===== src/hdl/rlwq_pkg.sv =====
// ----------------------------------------------------------------------------
// rlwq_pkg
// Shared constants, codes and widths of the recursive lock with wait queue.
// ----------------------------------------------------------------------------
package rlwq_pkg;

	localparam int WAIT_DEPTH = 16;
	localparam int ID_BITS    = 8;
	localparam int NEST_MAX   = 255;

	localparam int PTR_W  = (WAIT_DEPTH > 1) ? $clog2(WAIT_DEPTH) : 1;
	localparam int FILL_W = $clog2(WAIT_DEPTH + 1);
	localparam int NEST_W = $clog2(NEST_MAX + 1);

	localparam int OP_W     = 2;
	localparam int REQ_W    = 8;
	localparam int STATUS_W = 3;
	localparam int OUT_ID_W = 8;

	localparam int IN_DATA_W  = 16;
	localparam int OUT_DATA_W = 24;

	localparam logic [OP_W-1:0] OP_OBTAIN  = 2'd0;
	localparam logic [OP_W-1:0] OP_RELEASE = 2'd1;
	localparam logic [OP_W-1:0] OP_ATTEMPT = 2'd2;

	localparam logic [ID_BITS-1:0] ANON_ID = {ID_BITS{1'b1}};
	localparam logic [ID_BITS-1:0] NO_ID   = '0;

	typedef enum logic [STATUS_W-1:0] {
		ST_GRANTED  = 3'd0,
		ST_QUEUED   = 3'd1,
		ST_REFUSED  = 3'd2,
		ST_HELD     = 3'd3,
		ST_HANDED   = 3'd4,
		ST_FREED    = 3'd5,
		ST_CORRUPT  = 3'd6,
		ST_OVERFLOW = 3'd7
	} status_t;

endpackage


===== src/hdl/rlwq_ram.sv =====
// ----------------------------------------------------------------------------
// rlwq_ram
// Generic single-write, single-read RAM with registered read data.
// ----------------------------------------------------------------------------
module rlwq_ram #(
	parameter int WIDTH = 8,
	parameter int DEPTH = 16
) (
	input  logic                                        clk,
	input  logic                                        we,
	input  logic [((DEPTH > 1) ? $clog2(DEPTH) : 1)-1:0] waddr,
	input  logic [WIDTH-1:0]                            wdata,
	input  logic [((DEPTH > 1) ? $clog2(DEPTH) : 1)-1:0] raddr,
	output logic [WIDTH-1:0]                            rdata
);

	logic [WIDTH-1:0] mem [DEPTH];

	always_ff @(posedge clk) begin
		if (we) begin
			mem[waddr] <= wdata;
		end
		rdata <= mem[raddr];
	end

endmodule


===== src/hdl/recursive_lock_with_wait_queue.sv =====
// ----------------------------------------------------------------------------
// recursive_lock_with_wait_queue
// Recursive lock with a first-in-first-out queue of waiting requesters.
// ----------------------------------------------------------------------------
// A request is captured into op_s1 and who_s1; its result is registered into
//   out_data_q once the output is free, and only then is a new one taken. The
//   waiter queue RAM read and the read-modify-write of the lock state allow one
//   request in work; a result held by m_axis_tready low holds it and stalls input.
// Reset: arst_n clears the lock to free, the queue to empty and both channels
//   to idle; the queue RAM has no reset value; its data is used only once written.
module recursive_lock_with_wait_queue
	import rlwq_pkg::*;
(
	input  logic                  clk,
	input  logic                  arst_n,
	input  logic                  s_axis_tvalid,
	output logic                  s_axis_tready,
	input  logic [IN_DATA_W-1:0]  s_axis_tdata,   // op[1:0], requester[9:2], zero
	output logic                  m_axis_tvalid,
	input  logic                  m_axis_tready,
	output logic [OUT_DATA_W-1:0] m_axis_tdata    // status[2:0], woken_id[10:3], holder[18:11], zero
);

	logic [ID_BITS-1:0] owner_q;
	logic [NEST_W-1:0]  nest_q;
	logic [PTR_W-1:0]   head_q;
	logic [FILL_W-1:0]  fill_q;

	logic               valid_s1;
	logic [OP_W-1:0]    op_s1;
	logic [ID_BITS-1:0] who_s1;

	logic                  out_valid_q;
	logic [OUT_DATA_W-1:0] out_data_q;

	logic               in_fire;
	logic               done_s1;
	logic [ID_BITS-1:0] who_in;
	logic [ID_BITS-1:0] head_id;

	logic               ram_we;
	logic [PTR_W-1:0]   tail_ptr;
	logic [PTR_W:0]     tail_sum;

	logic [ID_BITS-1:0] owner_d;
	logic [NEST_W-1:0]  nest_d;
	logic [PTR_W-1:0]   head_d;
	logic [FILL_W-1:0]  fill_d;
	status_t            status_d;
	logic [ID_BITS-1:0] woken_d;

	logic [ID_BITS+OUT_ID_W-1:0] woken_ext;
	logic [ID_BITS+OUT_ID_W-1:0] owner_ext;
	logic [REQ_W+ID_BITS-1:0]    req_ext;

	assign s_axis_tready = !valid_s1;
	assign in_fire       = s_axis_tvalid && s_axis_tready;
	assign done_s1       = valid_s1 && (!out_valid_q || m_axis_tready);

	assign req_ext = {{ID_BITS{1'b0}}, s_axis_tdata[OP_W +: REQ_W]};
	assign who_in  = req_ext[ID_BITS-1:0];

	assign tail_sum = {1'b0, head_q} + (PTR_W + 1)'(fill_q);
	assign tail_ptr = (tail_sum >= (PTR_W + 1)'(WAIT_DEPTH)) ?
		PTR_W'(tail_sum - (PTR_W + 1)'(WAIT_DEPTH)) : tail_sum[PTR_W-1:0];

	rlwq_ram #(
		.WIDTH(ID_BITS),
		.DEPTH(WAIT_DEPTH)
	) u_waiters (
		.clk  (clk),
		.we   (ram_we),
		.waddr(tail_ptr),
		.wdata(who_s1),
		.raddr(head_q),
		.rdata(head_id)
	);

	always_comb begin
		owner_d  = owner_q;
		nest_d   = nest_q;
		head_d   = head_q;
		fill_d   = fill_q;
		status_d = ST_REFUSED;
		woken_d  = NO_ID;
		ram_we   = 1'b0;
		case (op_s1)
			OP_OBTAIN: begin
				if (who_s1 == NO_ID || who_s1 == ANON_ID) begin
					status_d = ST_REFUSED;
				end else if (nest_q == '0) begin
					owner_d  = who_s1;
					nest_d   = NEST_W'(1);
					status_d = ST_GRANTED;
				end else if (owner_q == who_s1) begin
					if (nest_q >= NEST_W'(NEST_MAX)) begin
						status_d = ST_OVERFLOW;
					end else begin
						nest_d   = nest_q + NEST_W'(1);
						status_d = ST_GRANTED;
					end
				end else if (fill_q >= FILL_W'(WAIT_DEPTH)) begin
					status_d = ST_OVERFLOW;
				end else begin
					ram_we   = done_s1;
					fill_d   = fill_q + FILL_W'(1);
					status_d = ST_QUEUED;
				end
			end
			OP_RELEASE: begin
				if (nest_q == '0) begin
					status_d = ST_CORRUPT;
				end else if (nest_q != NEST_W'(1)) begin
					nest_d   = nest_q - NEST_W'(1);
					status_d = ST_HELD;
				end else if (fill_q != '0) begin
					owner_d  = head_id;
					woken_d  = head_id;
					head_d   = (head_q == PTR_W'(WAIT_DEPTH - 1)) ? '0 : head_q + PTR_W'(1);
					fill_d   = fill_q - FILL_W'(1);
					status_d = ST_HANDED;
				end else begin
					owner_d  = NO_ID;
					nest_d   = '0;
					status_d = ST_FREED;
				end
			end
			OP_ATTEMPT: begin
				if (nest_q == '0) begin
					owner_d  = ANON_ID;
					nest_d   = NEST_W'(1);
					status_d = ST_GRANTED;
				end
			end
			default: begin
				status_d = ST_REFUSED;
			end
		endcase
	end

	assign woken_ext = {{OUT_ID_W{1'b0}}, woken_d};
	assign owner_ext = {{OUT_ID_W{1'b0}}, owner_d};

	always_ff @(posedge clk or negedge arst_n) begin
		if (!arst_n) begin
			valid_s1    <= 1'b0;
			out_valid_q <= 1'b0;
			owner_q     <= NO_ID;
			nest_q      <= '0;
			head_q      <= '0;
			fill_q      <= '0;
		end else begin
			if (in_fire) begin
				valid_s1 <= 1'b1;
			end else if (done_s1) begin
				valid_s1 <= 1'b0;
			end
			if (done_s1) begin
				out_valid_q <= 1'b1;
				owner_q     <= owner_d;
				nest_q      <= nest_d;
				head_q      <= head_d;
				fill_q      <= fill_d;
			end else if (m_axis_tready) begin
				out_valid_q <= 1'b0;
			end
		end
	end

	always_ff @(posedge clk) begin
		if (in_fire) begin
			op_s1  <= s_axis_tdata[OP_W-1:0];
			who_s1 <= who_in;
		end
		if (done_s1) begin
			out_data_q <= {5'd0, owner_ext[OUT_ID_W-1:0], woken_ext[OUT_ID_W-1:0],
				status_d};
		end
	end

	assign m_axis_tvalid = out_valid_q;
	assign m_axis_tdata  = out_data_q;

	a_fill_bound: assert property (@(posedge clk) disable iff (!arst_n)
		fill_q <= FILL_W'(WAIT_DEPTH))
		else $error("waiter count beyond queue depth");

	a_free_no_owner: assert property (@(posedge clk) disable iff (!arst_n)
		nest_q == '0 |-> owner_q == NO_ID)
		else $error("free lock keeps an owner");

	a_queue_needs_owner: assert property (@(posedge clk) disable iff (!arst_n)
		fill_q != '0 |-> nest_q != '0)
		else $error("waiters queued on a free lock");

	a_woken_match: assert property (@(posedge clk) disable iff (!arst_n)
		m_axis_tvalid |-> ((m_axis_tdata[2:0] == ST_HANDED) ==
			(m_axis_tdata[10:3] != 8'd0)))
		else $error("woken identity disagrees with status");

	a_one_in_work: assert property (@(posedge clk) disable iff (!arst_n)
		done_s1 |=> !valid_s1 || $past(in_fire))
		else $error("request left in stage after completion");

endmodule

===== config.mk =====
export PLATFORM = sky130hd
export DESIGN_NAME = recursive_lock_with_wait_queue
export DESIGN_NICKNAME = d
export VERILOG_FILES = /design/src/hdl/rlwq_pkg.sv /design/src/hdl/rlwq_ram.sv /design/src/hdl/recursive_lock_with_wait_queue.sv
export SDC_FILE = /design/constraint.sdc
export NUM_CORES = 1
export LEC_CHECK = 0
export BUFFER_PORTS_ARGS = -buffer_cell sky130_fd_sc_hd__buf_4
export CAP_MARGIN = 20
export CORE_AREA = 2 2 171 173
export CTS_BUF_LIST = sky130_fd_sc_hd__clkbuf_4
export DETAILED_ROUTE_END_ITERATION = 10
export DIE_AREA = 0 0 173 175
export GPL_TIMING_DRIVEN = 0
export PLACE_DENSITY = 0.48
export SYNTH_ARGS = -nofsm -noshare
export SYNTH_HDL_FRONTEND = slang
export SYNTH_SLANG_ARGS = --single-unit
export TNS_END_PERCENT = 1

===== constraint.sdc =====
create_clock -name clk -period 5.1 [get_ports clk]
set_input_delay 0.51 -clock clk [delete_from_list [all_inputs] [get_ports clk]]
set_output_delay 0.51 -clock clk [all_outputs]
set_load 0.01 [all_outputs]

* Word-level counts from Yosys, hierarchy flattened *
Memory sizes are Yosys's and may differ from the RTL's. A register that Yosys moved wholly into a read port is not among the register bits.
Index checks and enable logic that the tools add are counted.

storage, ports and cells
  flip-flop bits (word level) = 56
  word-level logic and storage cells = 106
  memories kept = 1
  bits in writable memories = 128

operators by class
  muxes and demuxes = 47
  equal/unequal tests = 17
  bitwise gates (word level) = 3
  reductions and logical operators = 18
  $lt $le $gt $ge = 3
  $add $sub $neg = 7

memory list
  name           depth  width  rd ports  clocked after memory_dff  wr ports  RTL line        source
  u_waiters.mem  16     8      1         1                         1         rlwq_ram.sv:17  logic [WIDTH-1:0] mem [DEPTH];

operator list
  cell                                               count
  two-way mux 8 bit                                  14
  one-hot mux 8 bit (3 select lines)                 2
  two-way mux 5 bit                                  7
  two-way mux 3 bit                                  7
  logical NOT 8 bit                                  2
  != test 2 bit (second input constant)              8
  two-way mux 1 bit                                  12
  >= comparator 5 bit (second input constant)        2
  one-hot mux 5 bit (2 select lines)                 1
  != test 3 bit (second input constant)              3
  one-hot mux 3 bit (3 select lines)                 1
  AND reduction 9 bit                                1
  adder 8 x 1 -> 8 bit (second input constant)       1
  equality test 8 bit                                1
  equality test 8 bit (second input constant)        1
  >= comparator 8 bit (second input constant)        1
  two-way mux 4 bit                                  2
  != test 8 x 1 -> 1 bit (second input constant)     1
  AND reduction 8 bit                                1
  subtractor 8 x 1 -> 8 bit (second input constant)  1
  nonzero test 2 bit                                 3
  adder 4 x 5 -> 5 bit                               1
  adder 5 x 1 -> 5 bit (second input constant)       1
  AND reduction 5 bit                                1
  other kinds (15)                                   20

* Depth between registers and ports, before layout *
Gate-level depths: netlist of run 1.

  depth after elaboration = 10
  depth in mapped cells = 10
  gate-level depth less buffers = 8

* Cells and area by module *
A second synthesis of run 1 with hierarchy kept.

unflattened totals
  cells, all modules = 560
  area total of the unflattened synthesis = 8526.9 µm²

by module, submodules not included
  module                          seq. area each (µm²)  area an instance (µm²)  cells each  times used
  rlwq_ram                        4003.8                5147.4                  229         1
  recursive_lock_with_wait_queue  1546.5                3379.5                  331         1

* Worst setup path after synthesis of run 1 *
No wires, ideal clock.

  path kind = register -> register
  start = register op_s1[0]
  end = memory u_waiters.mem[0][0], enable pin
  setup slack = 2.320 ns
  required time = 4.730 ns
  library setup time = 0.370 ns
  data arrival time = 2.410 ns
  clock period less this slack = 2.780 ns
  stages on the path, launching flop included = 9
  path buffers = 1
  cell sequence = edfxtp_1 > inv_1 > ha_1 > buf_2 > inv_1 > nor3_2 > nor4b_2 > or3b_1 > nor2_1

between the ends
  cells in the longest elaborated chain, start to end = 4

RTL lines
  item                                     RTL line                               source
  start: declaration                       recursive_lock_with_wait_queue.sv:30   logic [OP_W-1:0] op_s1;
  start signal: assignment                 recursive_lock_with_wait_queue.sv:172  op_s1 <= s_axis_tdata[OP_W-1:0];
  logical NOT 2 bit                        recursive_lock_with_wait_queue.sv:87   case (op_s1)
  two-way mux 1 bit                        recursive_lock_with_wait_queue.sv:87
  two-way mux 1 bit                        rlwq_ram.sv:20                         if (we) begin
  two-way mux 1 bit (implied by the code)  rlwq_ram.sv:21                         mem[waddr] <= wdata;
  end: declaration                         rlwq_ram.sv:17

No other way between the ends.

* Worst setup path after layout of run 1 *
  start = register who_s1[4]
  end = memory u_waiters.mem[4][2], enable pin

between the ends
  cells in the longest elaborated chain, start to end = 7
  elaborated cells on any way between the ends = 10
  classes of those cells = eq/ne: 2; mux: 6; reduce/logical: 2

RTL lines
  item                                       RTL line                               source
  start: declaration                         recursive_lock_with_wait_queue.sv:31   logic [ID_BITS-1:0] who_s1;
  start signal: assignment                   recursive_lock_with_wait_queue.sv:173  who_s1 <= who_in;
  equality test 8 bit                        recursive_lock_with_wait_queue.sv:95   end else if (owner_q == who_s1) begin
  two-way mux 1 bit                          recursive_lock_with_wait_queue.sv:95
  two-way mux 1 bit                          recursive_lock_with_wait_queue.sv:91   end else if (nest_q == '0) begin
  two-way mux 1 bit *                        recursive_lock_with_wait_queue.sv:89   if (who_s1 == NO_ID || who_s1 == ANON_ID) begin
  two-way mux 1 bit *                        recursive_lock_with_wait_queue.sv:87
  two-way mux 1 bit *                        rlwq_ram.sv:20
  two-way mux 1 bit (implied by the code) *  rlwq_ram.sv:21

Mark *: on every way between the ends. The rest lies on a longest branch, timed or not.

==> results of run 1 <==
## worst paths after layout
path,end,slack (ns)
setup / recovery,u_waiters.mem[4][2],1.16
hold / removal,who_s1[3],0.09
setup reg to reg,u_waiters.mem[4][2],1.16
hold reg to reg,owner_q[7],0.55
max in group asynchronous,fill_q[3],4.42
min in group asynchronous,owner_q[3],0.37
## area by class of cell
class / instances / area, um2
tap: 384 / 480.5
antenna: 1 / 2.502
buffer: 28 / 150.1
inverter: 11 / 41.29
timing repair buffer: 35 / 265.3
clock inverter: 15 / 146.4
fill: 2824 / 18980
sequential: 192 / 5550
clock buffer: 17 / 127.6
multi-input combinational: 353 / 2648
## synthesized netlist by cell type (9+ instances only)
| cell | number | area [um2] |
|---|---|---|
| a22oi_1 | 11 | 82.58 |
| nand2_1 | 49 | 183.9 |
| o21ai_0 | 43 | 215.2 |
| edfxtp_1 | 157 | 4715 |
| clkbuf_1 | 12 | 45.04 |
| a21oi_1 | 19 | 95.09 |
| ha_1 | 14 | 175.2 |
| dfrtp_1 | 27 | 675.7 |
| and2_1 | 11 | 68.82 |
| nor2_1 | 29 | 108.9 |
| mux2i_1 | 28 | 280.3 |
| xnor2_1 | 15 | 131.4 |
| inv_1 | 11 | 41.29 |
| mux4_2 | 16 | 360.4 |
| nand3_1 | 9 | 45.04 |
| mux2_2 | 12 | 135.1 |
## worst register-to-register path, cell delays in order (launching register included)
cell      delay [ns]
edfxtp_1        1.04
nor4_1          0.18
and2_1          0.21
nor3_2          0.45
nor4b_2         0.51
or3b_1          0.49
nor2_1          0.71
## sequential cells by signal, indices dropped and copies added (netlist names)
| name | count |
|---|---|
| who_s1 | 8 |
| u_waiters.mem | 128 |
| fill_q | 5 |
| m_axis_tvalid | 1 |
| valid_s1 | 1 |
| op_s1 | 2 |
| m_axis_tdata | 19 |
| nest_q | 8 |
| head_q | 4 |
| owner_q | 8 |
| u_waiters.rdata | 8 |
## layer usage
layer  GRT usage [%]  wire [um]  up-vias  share of wire (%)
met1           19.92      10130     2617                 50
met3           2.415        889        9                4.4
met4           3.602        148        0               0.73
met5               0          0        -                  0
met2           20.93       9163      132                 45
li1                -          -     2341                  -
## timing repair
action	4_1_cts	5_1_grt
setup buffers	0	0
endpoints found under the hold margin	27	0
hold buffers	1	0
## metrics by stage
stage / util (%) / instance area, um2 / setup WS (ns) / std cells
after floorplan: - / 8389 / 2.320 / 584
after global placement: 32.14 / 9125 / 1.317 / 1002
after detailed placement: 32.14 / 9125 / 1.191 / 1002
after CTS: 33.14 / 9409 / 1.152 / 1035
after global routing: 33.15 / 9412 / 0.8585 / 1036
final: 33.15 / 9412 / 1.157 / 1036
## kinds of logic after synthesis
group,after synthesis,synth area share [%]
fa+ha+maj,16,2.570
xor+xnor,18,1.883
mux,56,9.263
buf+inv,39,2.286
compound gates,122,9.413
other cells,1,0.04478
flops,192,66.28
simple gates,136,8.262
## where the power goes
part / switching [mW] / leakage, nW / internal (mW)
clock: 0.587 / 0.146 / 0.219
combinational: 0.953 / 1.24 / 0.668
sequential: 0.229 / 1.85 / 1.98
total: 1.77 / 3.23 / 2.87
==> impl_metrics.csv, run 1 <==
group,metric,value,unit
run_status,status,"complete, no violations",
routing,ant_nets,0,
clock_tree,cts_tree,"built",
cells_and_area,drive_gt1_share,17.67,%
pwr,power,4.639,mW
synth,syn_area,8374,um2
place,place.gp.congestion,0.8206,
timing,hold_viol_final,0,
routing,avgRoutedWirePerCell,19.63,um
place,dp_hpwl,13.66,mm
timing,hold-worst-slack,0.09463,ns
critical_path,critPathRequiredTime,5.33,ns
synth,syn_inst,580,
floorplan,initial_core_util,29.49,%
timing,maxSlewViolCount,0,
critical_path,criticalPathCategory,"reg2reg",
critical_path,crit_path_end_kind,"register",
synth,ys_seq_elements,192,
timing,finClkSkew,0.02697,ns
critical_path,path_buf_inv,0,
global_route,antenna_found_initial,1,
clock_tree,clkLatencyLatePin,0.59,ns
critical_path,cp.arrival,4.17,ns
global_route,overflow,0,
critical_path,crit_cells,6,
worst_hold_path,hp-class,"in2reg",
critical_path,cp-start-kind,"register",
cells_and_area,nets,674,
synth,ys_seq_area_share,66.28,%
pwr,power_leakage,3.230,nW
run,cap_violations,0,
critical_path,crit_family,"simple AND/OR/NAND/NOR gates",
synth,synth_cell_types,62,
routing,vias_per_cell,4.922,
timing,timing.fmax,253.6,MHz
synth,synth-edff-count,157,
routing,drtIter0Drc,470,
timing,tns,0,ns
worst_hold_path,min_path_cells,1,
synth,synthFlopType,"edfxtp_1",
floorplan,core_area,28390,um2
pwr,ir_worst_vdd,146.8,uV
place,port_buffers,34,
floorplan,die-area,30280,um2
timing,period_minus_slack,3.943,ns
clock_tree,cts_resized,0,
floorplan,die_h,175,um
critical_path,r2r_cells,6,
critical_path,cpPeakStageDelay,1.04,ns
critical_path,crit_path_start,"who_s1[4]",
clock_tree,cts_num_sinks,192,
critical_path,critPathMaxFanout,20,
routing,drt_first_pass_iters,5,
clock_tree,cts.reportedPaths.clkPinSlew,0.16,ns
floorplan,die_x,173,um
global_route,grt_pass1_vias,5051,
clock_tree,cts_root_buffer,"clkbuf_4",
clock_tree,cts_max_path_buffers,2,
routing,vias,5099,
pwr,power_density,492.9,nW/um2
timing,post-route-period-util,77.31,%
routing,drcViolationCount,0,
clock_tree,cts_htree_levels,4,
timing,relSlewSlack,31.95,%
worst_hold_path,worstHoldStart,"s_axis_tdata[5]",
cells_and_area,area_growth,12.39,%
timing,finalSetupViolations,0,
critical_path,crit_chain,"nor4_1, and2_1, nor3_2, nor4b_2, or3b_1, nor2_1",
timing,grt_setup_unrepaired,"no",
global_route,grt_use_total,13.64,%
timing,worst_pin_slew,1.021,ns
synth,yosysWarnings,0,
routing,routed_wl,20.33,mm
synth,syn_avg_cell_area,14.44,um2
cells_and_area,final_common_cell,"edfxtp_1",
cells_and_area,final_cell_mix,"edfxtp_1, nand2_1, o21ai_0",
synth,synthArstFlopShare,14.06,%
global_route,grt_max_degree,28,
clock_tree,cts_buffers,17,
floorplan,io_pins,46,
global_route,grt_pass1_wl,30.86,mm
floorplan,fp-row-count,62,
critical_path,cp_slowest_cell,"edfxtp_1",
critical_path,worstReg2RegStart,"who_s1[4]",
Power figures use the tool's default switching activity.
==> run 2, diff against run 1 <==
--- a/config.mk
+++ b/config.mk
@@ -5,14 +5,15 @@
 export SDC_FILE = /design/constraint.sdc
 export NUM_CORES = 1
 export LEC_CHECK = 0
+export ABC_AREA = 1
 export BUFFER_PORTS_ARGS = -buffer_cell sky130_fd_sc_hd__buf_4
 export CAP_MARGIN = 20
-export CORE_AREA = 2 2 171 173
+export CORE_AREA = 2 2 175 177
 export CTS_BUF_LIST = sky130_fd_sc_hd__clkbuf_4
 export DETAILED_ROUTE_END_ITERATION = 10
-export DIE_AREA = 0 0 173 175
+export DIE_AREA = 0 0 177 179
 export GPL_TIMING_DRIVEN = 0
-export PLACE_DENSITY = 0.48
+export PLACE_DENSITY = 0.49
 export SYNTH_ARGS = -nofsm -noshare
 export SYNTH_HDL_FRONTEND = slang
 export SYNTH_SLANG_ARGS = --single-unit
==> constraint.sdc (replaced) <==
create_clock -name clk -period 3.9 [get_ports clk]
set_input_delay 0.39 -clock clk [delete_from_list [all_inputs] [get_ports clk]]
set_output_delay 0.39 -clock clk [all_outputs]
set_load 0.01 [all_outputs]
==> impl_metrics.csv, run 2 <==
group,metric,value,unit
pwr,p_switching,3.245,mW
synth,syn_inst,868,
timing,setup_slack,0.3596,ns
pwr,swShare,44.67,%
synth,synthFlopType,"edfxtp_1",
place,dp_hpwl,15.58,mm
timing,hold_viol_final,0,
critical_path,path_buf_inv,1,
synth,ys_seq_elements,192,
synth,yosys.area_share.simple,21.38,%
run_status,status,"complete, no violations",
critical_path,crit_path_end_kind,"register",
timing,worst_pin_slew,0.9924,ns
synth,synthArstFlopShare,14.06,%
pwr,ir_worst_vdd,272.7,uV
synth,synthMostInstantiatedCell,"nand2_1",
routing,drtIter0Drc,606,
cells_and_area,regArea,5550,um2
timing,relSlewSlack,33.84,%
synth,synth_cell_types,34,
synth,syn_area,8842,um2
routing,ant_nets,0,
cells_and_area,multi_input_area,2919,um2
floorplan,core_area,30030,um2
critical_path,critPathRequiredTime,4.14,ns
clock_tree,clkLatencyLatePin,0.62,ns
critical_path,timing.rr.end,"u_waiters.mem[2][4]",
cells_and_area,design_area,10110,um2
cells_and_area,final_cell_mix,"nand2_1, edfxtp_1, nor2_1",
synth,yosysWarnings,0,
global_route,grt_max_degree,28,
routing,drt_first_pass_iters,5,
synth,synth_compound_area_share,7.245,%
synth,synthAdderAreaFrac,2.434,%
synth,synth_top_family_by_area,"simple AND/OR/NAND/NOR gates",
critical_path,rrSetupSlack,0.36,ns
cells_and_area,fill_cells,3058,
timing,hold-worst-slack,0.2150,ns
timing,grt_setup_unrepaired,"no",
critical_path,crit_chain,"inv_1, nand2_1, nor3_1, nand2_2, nand2_1, nor2_1, nand4_1, nor2_1",
clock_tree,cts_max_path_buffers,2,
clock_tree,cts_num_sinks,192,
synth,synth_top_area_share,53.32,%
pwr,power_density,718.7,nW/um2
cells_and_area,top_register,"u_waiters.mem",
routing,avgRoutedWirePerCell,16.94,um
critical_path,r2r_cells,8,
global_route,overflow,0,
cells_and_area,area_growth,14.29,%
timing,finClkSkew,0.03158,ns
global_route,grt_use_total,15.09,%
synth,synth-edff-count,157,
floorplan,io_pins,46,
floorplan,fp-row-count,64,
cells_and_area,largest_reg_flops,128,
pwr,power,7.263,mW
clock_tree,cts_tree,"built",
place,place_ws,0.1954,ns
timing,maxSlewViolCount,0,
pwr,intPower,4.018,mW
timing,finalSetupViolations,0,
critical_path,critPathMaxFanout,19,
critical_path,cpPeakStageDelay,0.98,ns
floorplan,initial_core_util,29.45,%
pwr,clock_power_share,15.8,%
floorplan,die_x,177,um
cells_and_area,nets,982,
routing,vias,6391,
synth,ys_seq_area_share,62.77,%
pwr,power_leakage,3.979,nW
timing,post-route-period-util,90.78,%
critical_path,cp-start-kind,"register",
critical_path,worstReg2RegStart,"who_s1[5]",
place,port_buffers,34,
floorplan,die-area,31680,um2
floorplan,die_h,179,um
critical_path,cp_slowest_cell,"edfxtp_1",
cells_and_area,drive_gt1_share,11.99,%
synth,synth_area_leader_cell,"edfxtp_1",
synth,synth_xor_xnor_area_share,1.684,%
clock_tree,cts_buffers,17,
clock_tree,cts_htree_levels,4,
global_route,antenna_found_initial,1,
critical_path,cp.arrival,3.78,ns
synth,synth_common_cells,"nand2_1, edfxtp_1, nor2_1, o21ai_0, inv_1",
pwr,combPwrFrac,44.3,%
clock_tree,cts.reportedPaths.clkPinSlew,0.16,ns
critical_path,crit_family,"simple AND/OR/NAND/NOR gates",
routing,vias_per_cell,4.713,
clock_tree,cts_root_buffer,"clkbuf_4",
run,cap_violations,0,
timing,period_minus_slack,3.540,ns
pwr,seqPwrFrac,39.9,%
place,post_dp_cell_area,9623,um2
synth,syn_avg_cell_area,10.19,um2
global_route,grt_pass1_vias,6033,
synth,synthMuxAreaShare,0,%
place,place.gp.congestion,0.8253,
worst_hold_path,hp-class,"in2async",
timing,timing.fmax,282.5,MHz
critical_path,criticalPathCategory,"reg2reg",
routing,routed_wl,22.97,mm
global_route,grt_pass1_wl,35.32,mm
synth,synth_area_leaders,"edfxtp_1, nand2_1, dfrtp_1, nor2_1, o21ai_0",
cells_and_area,final_common_cell,"nand2_1",
routing,drcViolationCount,0,
==> run 2: cell types whose count changed in the layout (fill, tap and decap cells not counted), moves of 14 or more <==
cell,change
o21ai_0,+16
nand3_1,+43
mux4_2,-16
inv_1,+42
mux2i_1,-28
nand2_1,+202
nor2_1,+55
nand4_1,+14
==> run 2: timing repair <==
| item | in CTS | in global routing |
|---|---|---|
| hold buffers | 13 | 0 |
| hold endpoints to repair | 39 | 0 |
| setup endpoints to repair | 0 | 4 |
| gates resized for setup | 0 | 1 |
| buffers inserted | 0 | 4 |
==> run 2: worst register-to-register path: stages (launching register included) <==
cell	delay [ns]
edfxtp_1	0.98
inv_1	0.18
nand2_1	0.12
nor3_1	0.05
nand2_2	0.23
nand2_1	0.13
nor2_1	0.41
nand4_1	0.35
nor2_1	0.73
==> run 2: cells by family after synthesis <==
kind of cell,Yosys count
DFF,192
adders and majority gates,16
and+or+nand+nor,440
buffers and inverters,89
AOI/OAI and AO/OA,113
xor gates and xnor gates,17
other,1
==> run 2: routing by layer <==
metal | up-vias | part of all wire [%] | track usage (%)
li1 | 3130 | - | -
met1 | 3067 | 49 | 21.90
met2 | 169 | 44 | 22.44
met3 | 25 | 4.8 | 3.096
met4 | 0 | 2.0 | 4.855
met5 | - | 0 | 0
==> run 2: through the flow <==
step           setup TNS, ns  std cells  util, %
6_report                   0       1356    33.65
5_1_grt                    0       1356    33.65
4_1_cts                    0       1349    33.49
3_5_place_dp               0       1304    32.05
3_3_place_gp         -0.1517       1302    32.00
2_1_floorplan              0        872        -
==> run 2: worst max path at each step <==
stage	depth (start not counted)	startpoint	end
global route	8	who_s1[5]	u_waiters.mem[2][4]
detailed placement	8	who_s1[0]	u_waiters.mem[7][2]
floorplan	7	fill_q[0]	u_waiters.mem[11][0]
finish	8	who_s1[5]	u_waiters.mem[2][4]
global placement	8	who_s1[0]	u_waiters.mem[11][0]
CTS	8	who_s1[0]	u_waiters.mem[7][3]
==> run 2: area by class of cell <==
| cell class | count | share of cell area (%) |
|---|---|---|
| clock buffers | 17 | 1.263 |
| flip-flops and latches | 192 | 54.92 |
| multi-input cells | 591 | 28.88 |
| repair buffers | 55 | 4.383 |
| inverters | 56 | 2.080 |
| clock inverters | 15 | 1.733 |
| diodes | 1 | 0.02476 |
| plain buffers | 33 | 1.808 |
| well taps | 396 | 4.903 |
==> run 2: power by group through the flow <==
stage          logic (mW)  clock network, mW  registers, mW
2_1_floorplan        2.11                  0           2.89
3_3_place_gp         3.14                  0           2.96
3_5_place_dp         3.16                  0           2.97
4_1_cts              3.18               1.18           2.92
5_1_grt              3.60               1.27           2.95
6_report             3.21               1.15           2.90
